===== src/design/sbz_pkg.sv =====
// Shared types, constants and weight function for the sliding cubic Bezier sampler.
// Used by sbz_ctrl, sbz_datapath and sliding_cubic_bezier_sampler_top.
package sbz_pkg;

	localparam int COORD_BITS_DEF = 12;
	localparam int STEPS          = 15;
	localparam int DENOM          = 3375;
	localparam int WEIGHT_W       = 12;
	localparam int T_W            = 4;
	localparam int NUM_CP         = 4;

	localparam logic [T_W-1:0] T_FIRST = 4'd0;
	localparam logic [T_W-1:0] T_LATE  = 4'd10;
	localparam logic [T_W-1:0] T_LAST  = 4'd15;

	typedef enum logic [1:0] {
		WIN_HOLD,
		WIN_INIT,
		WIN_PUSH_IN,
		WIN_PUSH_P
	} win_op_t;

	typedef struct packed {
		logic           load_p;
		win_op_t        win_op;
		logic           issue;
		logic           seg_b;
		logic [T_W-1:0] t;
		logic           run_last;
	} ctl_cmd_t;

	typedef struct packed {
		logic can_issue;
	} dp_stat_t;

	// Bernstein weight of control point idx at step t, scaled by STEPS^3
	function automatic logic [WEIGHT_W-1:0] sbz_weight(input logic [T_W-1:0] t,
		input logic [1:0] idx);
		int unsigned s;
		int unsigned k;
		int unsigned w;
		s = STEPS - int'(t);
		k = int'(t);
		unique case (idx)
			2'd0: w = s * s * s;
			2'd1: w = 3 * k * s * s;
			2'd2: w = 3 * k * k * s;
			2'd3: w = k * k * k;
			default: w = 0;
		endcase
		return w[WEIGHT_W-1:0];
	endfunction

endpackage


===== src/design/sbz_ctrl.sv =====
// Sequencer for the sampler: tracks path position, steps t over each segment
// and commands the datapath. Depends on sbz_pkg.
module sbz_ctrl
	import sbz_pkg::*;
(
	input  logic     clk,
	input  logic     arst_n,
	input  logic     in_valid,
	input  logic     path_end,
	output logic     in_ready,
	output ctl_cmd_t cmd,
	input  dp_stat_t stat
);

	typedef enum logic [1:0] {
		ST_IDLE,
		ST_SEG_A,
		ST_SEG_B
	} state_t;

	typedef enum logic [1:0] {
		PS_NONE,
		PS_ONE,
		PS_MORE
	} seen_t;

	state_t         state_q;
	seen_t          seen_q;
	logic           first_q;
	logic           last_q;
	logic [T_W-1:0] t_q;
	logic           accept;
	logic           at_end;

	assign in_ready = (state_q == ST_IDLE);
	assign accept   = in_valid && in_ready;
	assign at_end   = (t_q == T_LAST);

	always_comb begin
		cmd          = '0;
		cmd.load_p   = accept;
		cmd.win_op   = WIN_HOLD;
		cmd.issue    = (state_q != ST_IDLE) && stat.can_issue;
		cmd.seg_b    = (state_q == ST_SEG_B);
		cmd.t        = t_q;
		cmd.run_last = at_end && ((state_q == ST_SEG_B) || !last_q);
		if (accept && !path_end) begin
			if (seen_q == PS_NONE)
				cmd.win_op = WIN_INIT;
			else if (seen_q == PS_ONE)
				cmd.win_op = WIN_PUSH_IN;
		end else if (state_q == ST_SEG_A && cmd.issue && at_end && !last_q) begin
			cmd.win_op = WIN_PUSH_P;
		end
	end

	always_ff @(posedge clk or negedge arst_n) begin
		if (!arst_n) begin
			state_q <= ST_IDLE;
			seen_q  <= PS_NONE;
			first_q <= 1'b0;
			last_q  <= 1'b0;
			t_q     <= T_FIRST;
		end else begin
			unique case (state_q)
				ST_IDLE: begin
					if (accept) begin
						unique case (seen_q)
							PS_NONE: begin
								if (!path_end)
									seen_q <= PS_ONE;
							end
							PS_ONE: begin
								if (!path_end) begin
									seen_q <= PS_MORE;
								end else begin
									state_q <= ST_SEG_B;
									t_q     <= T_FIRST;
								end
							end
							PS_MORE: begin
								state_q <= ST_SEG_A;
								last_q  <= path_end;
								t_q     <= first_q ? T_LATE : T_FIRST;
							end
							default: seen_q <= PS_NONE;
						endcase
					end
				end
				ST_SEG_A: begin
					if (stat.can_issue) begin
						if (at_end) begin
							first_q <= 1'b1;
							if (last_q) begin
								state_q <= ST_SEG_B;
								t_q     <= T_LATE;
							end else begin
								state_q <= ST_IDLE;
							end
						end else begin
							t_q <= t_q + 4'd1;
						end
					end
				end
				ST_SEG_B: begin
					if (stat.can_issue) begin
						if (at_end) begin
							state_q <= ST_IDLE;
							seen_q  <= PS_NONE;
							first_q <= 1'b0;
						end else begin
							t_q <= t_q + 4'd1;
						end
					end
				end
				default: state_q <= ST_IDLE;
			endcase
		end
	end

	a_path_clears: assert property (@(posedge clk) disable iff (!arst_n)
		(state_q == ST_SEG_B && stat.can_issue && at_end)
		|=> (seen_q == PS_NONE && !first_q && state_q == ST_IDLE))
		else $error("path state not cleared after closing segment");

	a_last_at_end: assert property (@(posedge clk) disable iff (!arst_n)
		(cmd.issue && cmd.run_last) |-> (t_q == T_LAST))
		else $error("run_last flagged before final step");

	a_late_start: assert property (@(posedge clk) disable iff (!arst_n)
		(state_q == ST_SEG_B && seen_q == PS_MORE) |-> (t_q >= T_LATE))
		else $error("closing segment started below late step");

endmodule


===== src/design/sbz_datapath.sv =====
// Window store, segment select and three-stage sample pipeline
// (weighted products, sum, reciprocal divide). Depends on sbz_pkg.
module sbz_datapath
	import sbz_pkg::*;
#(
	parameter int COORD_BITS = COORD_BITS_DEF
) (
	input  logic                  clk,
	input  logic                  arst_n,
	input  logic [COORD_BITS-1:0] point_x,
	input  logic [COORD_BITS-1:0] point_y,
	input  ctl_cmd_t              cmd,
	output dp_stat_t              stat,
	output logic [COORD_BITS:0]   sample_x,
	output logic [COORD_BITS:0]   sample_y,
	output logic                  run_last,
	output logic                  out_valid,
	input  logic                  out_ready
);

	localparam int PW    = COORD_BITS + 1;
	localparam int ACC_W = COORD_BITS + 13;
	localparam int RK    = ACC_W + WEIGHT_W;
	localparam int MW    = ACC_W + 1;
	localparam int QW    = ACC_W + MW;
	localparam logic [MW-1:0] RECIP_M =
		MW'(((64'd1 << RK) + 64'(DENOM) - 64'd1) / 64'(DENOM));

	logic [PW-1:0]    p_x_q, p_y_q;
	logic [PW-1:0]    w_x_q [3];
	logic [PW-1:0]    w_y_q [3];
	logic [PW-1:0]    cp_x [NUM_CP];
	logic [PW-1:0]    cp_y [NUM_CP];
	logic [ACC_W-1:0] prod_x [NUM_CP];
	logic [ACC_W-1:0] prod_y [NUM_CP];

	logic             v_s1, v_s2, v_s3;
	logic [ACC_W-1:0] prod_x_s1 [NUM_CP];
	logic [ACC_W-1:0] prod_y_s1 [NUM_CP];
	logic             last_s1, last_s2, last_s3;
	logic [ACC_W-1:0] acc_x_s2, acc_y_s2;
	logic [QW-1:0]    q_x, q_y;
	logic [PW-1:0]    sx_s3, sy_s3;
	logic             adv;

	assign adv            = !v_s3 || out_ready;
	assign stat.can_issue = adv;

	always_ff @(posedge clk) begin
		if (cmd.load_p) begin
			p_x_q <= PW'(point_x);
			p_y_q <= PW'(point_y);
		end
		unique case (cmd.win_op)
			WIN_HOLD: ;
			WIN_INIT: begin
				w_x_q[0] <= '0;
				w_y_q[0] <= '0;
				w_x_q[1] <= PW'(point_x) + PW'(1);
				w_y_q[1] <= PW'(point_y) + PW'(1);
				w_x_q[2] <= PW'(point_x);
				w_y_q[2] <= PW'(point_y);
			end
			WIN_PUSH_IN: begin
				w_x_q[0] <= w_x_q[1];
				w_y_q[0] <= w_y_q[1];
				w_x_q[1] <= w_x_q[2];
				w_y_q[1] <= w_y_q[2];
				w_x_q[2] <= PW'(point_x);
				w_y_q[2] <= PW'(point_y);
			end
			WIN_PUSH_P: begin
				w_x_q[0] <= w_x_q[1];
				w_y_q[0] <= w_y_q[1];
				w_x_q[1] <= w_x_q[2];
				w_y_q[1] <= w_y_q[2];
				w_x_q[2] <= p_x_q;
				w_y_q[2] <= p_y_q;
			end
			default: ;
		endcase
	end

	// select control points: opening window or closing window with end padding
	always_comb begin
		if (cmd.seg_b) begin
			cp_x[0] = w_x_q[1];
			cp_y[0] = w_y_q[1];
			cp_x[1] = w_x_q[2];
			cp_y[1] = w_y_q[2];
			cp_x[2] = p_x_q;
			cp_y[2] = p_y_q;
			cp_x[3] = w_x_q[2] + PW'(1);
			cp_y[3] = w_y_q[2] + PW'(1);
		end else begin
			cp_x[0] = w_x_q[0];
			cp_y[0] = w_y_q[0];
			cp_x[1] = w_x_q[1];
			cp_y[1] = w_y_q[1];
			cp_x[2] = w_x_q[2];
			cp_y[2] = w_y_q[2];
			cp_x[3] = p_x_q;
			cp_y[3] = p_y_q;
		end
		for (int i = 0; i < NUM_CP; i++) begin
			prod_x[i] = ACC_W'(cp_x[i]) * ACC_W'(sbz_weight(cmd.t, 2'(i)));
			prod_y[i] = ACC_W'(cp_y[i]) * ACC_W'(sbz_weight(cmd.t, 2'(i)));
		end
	end

	assign q_x = QW'(acc_x_s2) * QW'(RECIP_M);
	assign q_y = QW'(acc_y_s2) * QW'(RECIP_M);

	always_ff @(posedge clk or negedge arst_n) begin
		if (!arst_n) begin
			v_s1 <= 1'b0;
			v_s2 <= 1'b0;
			v_s3 <= 1'b0;
		end else if (adv) begin
			v_s1 <= cmd.issue;
			v_s2 <= v_s1;
			v_s3 <= v_s2;
		end
	end

	always_ff @(posedge clk) begin
		if (adv) begin
			prod_x_s1 <= prod_x;
			prod_y_s1 <= prod_y;
			last_s1   <= cmd.run_last;
			acc_x_s2  <= prod_x_s1[0] + prod_x_s1[1] + prod_x_s1[2] + prod_x_s1[3];
			acc_y_s2  <= prod_y_s1[0] + prod_y_s1[1] + prod_y_s1[2] + prod_y_s1[3];
			last_s2   <= last_s1;
			sx_s3     <= q_x[RK +: PW];
			sy_s3     <= q_y[RK +: PW];
			last_s3   <= last_s2;
		end
	end

	assign sample_x  = sx_s3;
	assign sample_y  = sy_s3;
	assign run_last  = last_s3;
	assign out_valid = v_s3;

	a_no_issue_stalled: assert property (@(posedge clk) disable iff (!arst_n)
		(v_s3 && !out_ready) |-> !stat.can_issue)
		else $error("pipeline advanced under output stall");

	a_sample_range: assert property (@(posedge clk) disable iff (!arst_n)
		v_s3 |-> (sample_x <= PW'(1 << COORD_BITS) && sample_y <= PW'(1 << COORD_BITS)))
		else $error("sample exceeds coordinate range");

	a_push_point: assert property (@(posedge clk) disable iff (!arst_n)
		(cmd.win_op == WIN_PUSH_P) |=> (w_x_q[2] == $past(p_x_q) && w_y_q[2] == $past(p_y_q)))
		else $error("held point not pushed into window");

endmodule


===== src/design/sliding_cubic_bezier_sampler_top.sv =====
// Sliding cubic Bezier sampler. Path points arrive one item at a time, path_end on the final
// one; every window of four padded points is sampled as a cubic Bezier curve, 16 samples for
// the first window of a path and 6 (t = 10..15) for each later one, at one sample per cycle
// while the output is not stalled, from a three-stage pipeline (weighted products, sum,
// reciprocal divide by 3375). A point that produces no samples does not hold the input; a
// point that closes a window holds the input until its last sample has entered the pipeline,
// the final point of a path through its closing window too. Output stalls stop the pipeline
// and the sequencer together. Depends on sbz_pkg, sbz_ctrl and sbz_datapath.
module sliding_cubic_bezier_sampler_top
	import sbz_pkg::*;
#(
	parameter int COORD_BITS = COORD_BITS_DEF
) (
	input  logic                  clk,
	input  logic                  arst_n,
	input  logic                  in_valid,
	output logic                  in_ready,
	input  logic [COORD_BITS-1:0] point_x,
	input  logic [COORD_BITS-1:0] point_y,
	input  logic                  path_end,
	output logic                  out_valid,
	input  logic                  out_ready,
	output logic [COORD_BITS:0]   sample_x,
	output logic [COORD_BITS:0]   sample_y,
	output logic                  run_last
);

	ctl_cmd_t cmd;
	dp_stat_t stat;

	sbz_ctrl u_ctrl (
		.clk      (clk),
		.arst_n   (arst_n),
		.in_valid (in_valid),
		.path_end (path_end),
		.in_ready (in_ready),
		.cmd      (cmd),
		.stat     (stat)
	);

	sbz_datapath #(
		.COORD_BITS (COORD_BITS)
	) u_datapath (
		.clk       (clk),
		.arst_n    (arst_n),
		.point_x   (point_x),
		.point_y   (point_y),
		.cmd       (cmd),
		.stat      (stat),
		.sample_x  (sample_x),
		.sample_y  (sample_y),
		.run_last  (run_last),
		.out_valid (out_valid),
		.out_ready (out_ready)
	);

endmodule


===== config.mk =====
export PLATFORM = sky130hd
export DESIGN_NAME = sliding_cubic_bezier_sampler_top
export DESIGN_NICKNAME = d
export VERILOG_FILES = /design/src/design/sbz_pkg.sv /design/src/design/sbz_ctrl.sv /design/src/design/sbz_datapath.sv /design/src/design/sliding_cubic_bezier_sampler_top.sv
export SDC_FILE = /design/constraint.sdc
export NUM_CORES = 2
export LEC_CHECK = 0
export BUFFER_PORTS_ARGS = -buffer_cell sky130_fd_sc_hd__buf_2
export CORE_ASPECT_RATIO = 0.8
export CORE_UTILIZATION = 63
export CTS_CLUSTER_DIAMETER = 200
export DETAILED_ROUTE_END_ITERATION = 7
export PLACE_DENSITY = 0.76
export SLEW_MARGIN = 20
export SYNTH_ARGS = -nofsm -noshare
export SYNTH_HDL_FRONTEND = slang
export SYNTH_SLANG_ARGS = --single-unit

===== constraint.sdc =====
create_clock -name clk -period 22.6 [get_ports clk]
set_clock_uncertainty 0.1 [all_clocks]
set_input_delay 2.26 -clock clk [delete_from_list [all_inputs] [get_ports clk]]
set_output_delay 2.26 -clock clk [all_outputs]
set_load 0.01 [all_outputs]

==> impl_metrics.env <==
export IMPL_status="complete, no violations"
export IMPL_ant_nets=0
export IMPL_numClockSinks=388
export IMPL_grt_pass1_wl_mm=340.9
export IMPL_hp_class="flop to flop"
export IMPL_syn_nets=11210
export IMPL_start_util_pct=63.48
export IMPL_r2r_start="u_ctrl.t_q[0]"
export IMPL_hpwl_mm=179.0
export IMPL_drc_errors=0
export IMPL_yosysSeqAreaShare_pct=13.88
export IMPL_rr_endpoint="u_datapath.prod_y_s1[74]"
export IMPL_totalWireLength_mm=214.9
export IMPL_slew_headroom_pct=22.14
export IMPL_final_setup_viol_count=0
export IMPL_vias=58550
export IMPL_ios=58
export IMPL_required_ps=22860
export IMPL_cts_setup_buffers=0
export IMPL_cts_buffers=47
export IMPL_async_flop_share_pct=3.351
export IMPL_synth_cells=8442
export IMPL_fmax_ghz=0.07075
export IMPL_rows=119
export IMPL_holdPathEnd="u_datapath.run_last"
export IMPL_cts_tree="built"
export IMPL_cp_data_arrival_time_ps=14400
export IMPL_antenna_found_initial=15
export IMPL_core_um2=131500
export IMPL_die_h_um=327.6
export IMPL_cpMaxStageDelayCell="buf_4"
export IMPL_rsz0062_at_grt="no"
export IMPL_ys_types=89
export IMPL_yosysWarnings=0
export IMPL_critical_path_class="flop to flop"
export IMPL_r2r_setup_slack_ps=8470
export IMPL_worst_path_largest_cell_delay_ps=750
export IMPL_cp_start_kind="flop"
export IMPL_ctsHoldBuffers=0
export IMPL_die_area_um2=134000
export IMPL_root_buffer="clkbuf_16"
export IMPL_dr_pass1_iters=6
export IMPL_viasPerCell=5.726
export IMPL_holdCritStartpoint="u_datapath.last_s2"
export IMPL_synth_area_um2=83460
export IMPL_htreeDepth=2
export IMPL_cap_viol_max_count=0
export IMPL_insertion_delay_ps=660
export IMPL_drv_slew=0
export IMPL_groute_usage_overall_pct=33.02
export IMPL_cpMostUsedCell="fa_1"
export IMPL_grt_max_degree=101
export IMPL_place_congestion=0.9791
export IMPL_syn_avg_cell_area_um2=9.887
export IMPL_grt_pass1_vias=61970
export IMPL_cp_end_kind="flop"
export IMPL_instances_no_fill=10230
export IMPL_final_util_pct=66.59
export IMPL_cts_resized=0
export IMPL_hold_depth=0
export IMPL_setup_tns_ps=0
export IMPL_dp_cells=10140
export IMPL_die_w_um=408.9
export IMPL_final_nets=11200
export IMPL_fin_crit_ps=14130
export IMPL_synth_edf_count=375
export IMPL_cts_path_max_buffers=3
export IMPL_grt_remaining_overflow=0
export IMPL_fillCellCount=10290
export IMPL_drive_gt1_share_pct=4.960
export IMPL_wl_per_cell_um=21.02
export IMPL_r2r_cells=47
export IMPL_crit_fanout=72
export IMPL_path_clk_slew_ps=60
export IMPL_synth_seq_cells=388
export IMPL_synth_main_ff_cell="edfxtp_1"
export IMPL_worstMarginPinSlew_ps=1164
export IMPL_finalCritPeriodShare_pct=62.54
export IMPL_area_growth_pct=4.896
export IMPL_hold_viol_final=0
export IMPL_drt_iter0_markers=4732
export IMPL_port_buffers=57
## sequential cells by signal (all words and copies together), names as in the netlist, 13 cells and up
name,flops
u_datapath.prod_x_s1,98
u_datapath.prod_y_s1,98
u_datapath.w_x_q,38
u_datapath.w_y_q,38
u_datapath.acc_x_s2,25
u_datapath.acc_y_s2,25
u_datapath.sample_x,13
u_datapath.sample_y,13
## cells in the final DEF, fill, tap and decap left out, drive strengths merged, types with 16 or more instances in the layout
cell | Yosys | final
o21bai | 43 | 43
edfxtp | 375 | 375
buf | 20 | 151
o211ai | 20 | 20
nor2 | 505 | 505
a21oi | 211 | 211
clkbuf | 191 | 53
or3 | 16 | 16
o21a | 35 | 35
ha | 1260 | 1260
mux2 | 88 | 88
xnor2 | 235 | 235
nand2 | 703 | 703
nor2b | 103 | 103
or2 | 49 | 49
a21o | 106 | 106
and2 | 234 | 234
and3 | 53 | 53
inv | 1949 | 1951
nand4 | 19 | 19
nand3 | 67 | 67
xor2 | 91 | 91
nor3 | 50 | 50
o21ai | 134 | 134
fa | 1479 | 1479
mux2i | 65 | 65
clkinv | 0 | 20
nand2b | 145 | 145
## stage by stage
step | hold slack (ps) | instance area (µm²) | setup WS [ps]
after floorplan | 300.3 | 83460 | 9129
after global placement | 312.8 | 86070 | 8826
after detailed placement | 317.5 | 86070 | 8615
after CTS | 331.3 | 87520 | 8565
after global routing | 346.4 | 87540 | 7753
final | 329.2 | 87550 | 8467
## layer usage
layer / GRT usage [%] / part of all wire [%] / vias to the layer above
met2: 50.95 / 44 / 2410
met3: 6.714 / 10 / 404
met1: 46.80 / 42 / 29470
met4: 11.02 / 3.7 / 18
li1: - / - / 26250
met5: 0 / 0.055 / -
## area by class of cell
cell class | count | area [µm²] | area share [%]
clock inverter | 32 | 245.2 | 0.2801
antenna | 4 | 10.01 | 0.01143
tap | 1754 | 2195 | 2.507
clock buffer | 53 | 1199 | 1.369
inverter | 1949 | 7323 | 8.365
timing repair buffer | 151 | 991.0 | 1.132
sequential | 388 | 11590 | 13.24
multi-input combinational | 5894 | 64000 | 73.10
## cell families (layout without fill, tap and decap cells)
kind of cell | Yosys count | after routing | share of synthesized area, %
buf+inv | 2160 | 2185 | 9.729
fa+ha+maj | 2739 | 2739 | 54.36
simple gates | 1978 | 1978 | 11.10
xor+xnor | 328 | 328 | 3.475
flops | 388 | 388 | 13.88
mux | 153 | 153 | 1.967
compound gates | 696 | 696 | 5.482
other cells | 0 | 4 | 0
## worst max path at each step
stage               cells past startpoint                        to  slack [ps]           from
floorplan                              49  u_datapath.prod_y_s1[74]        9130  u_ctrl.t_q[2]
global placement                       47  u_datapath.prod_y_s1[74]        8830  u_ctrl.t_q[0]
detailed placement                     47  u_datapath.prod_y_s1[74]        8620  u_ctrl.t_q[0]
CTS                                    47  u_datapath.prod_y_s1[74]        8560  u_ctrl.t_q[0]
global route                           47  u_datapath.prod_y_s1[74]        7750  u_ctrl.t_q[0]
finish                                 47  u_datapath.prod_y_s1[74]        8470  u_ctrl.t_q[0]
## cells in the mapped netlist, drive strengths merged (5+ instances only)
cell / number / share of area [%]
a21oi: 211 / 1.3
nor2b: 103 / 0.77
o31a: 7 / 0.073
o21ai: 134 / 0.81
a41oi: 6 / 0.063
fa: 1479 / 35
ha: 1260 / 19
nand3: 67 / 0.40
a221oi: 7 / 0.081
nand3b: 8 / 0.072
nand2: 703 / 3.2
dfrtp: 13 / 0.39
nor4: 5 / 0.037
nor3: 50 / 0.30
and2: 234 / 1.8
a31oi: 14 / 0.11
or2: 49 / 0.37
clkbuf: 191 / 0.86
o41ai: 6 / 0.099
a21o: 106 / 0.96
inv: 1949 / 8.8
o21bai: 43 / 0.39
a2111oi: 11 / 0.15
or4: 5 / 0.045
o211ai: 20 / 0.19
edfxtp: 375 / 13
o21a: 35 / 0.31
nand2b: 145 / 1.1
a21boi: 12 / 0.11
nor2: 505 / 2.3
or3: 16 / 0.12
xor2: 91 / 0.95
o221ai: 5 / 0.052
mux2i: 65 / 0.78
a31o: 10 / 0.10
nand4: 19 / 0.14
o31ai: 7 / 0.063
and3: 53 / 0.40
a211o: 12 / 0.13
a211oi: 14 / 0.13
mux2: 88 / 1.2
buf: 20 / 0.10
xnor2: 235 / 2.5
## worst max-delay path: cells and delay by family, from the launching register on
| kind | cells | cell delay, ps |
|---|---|---|
| AOI/OAI and AO/OA | 9 | 1770 |
| xor gates and xnor gates | 5 | 1390 |
| adders and majority gates | 18 | 7420 |
| buffers and inverters | 7 | 1210 |
| DFF | 1 | 340 |
| muxes | 1 | 240 |
| and+or+nand+nor | 7 | 1370 |
Power is left out: the tool's default activity adds up to more than one toggle a clock period on the data nets, which glitch-free logic cannot reach.
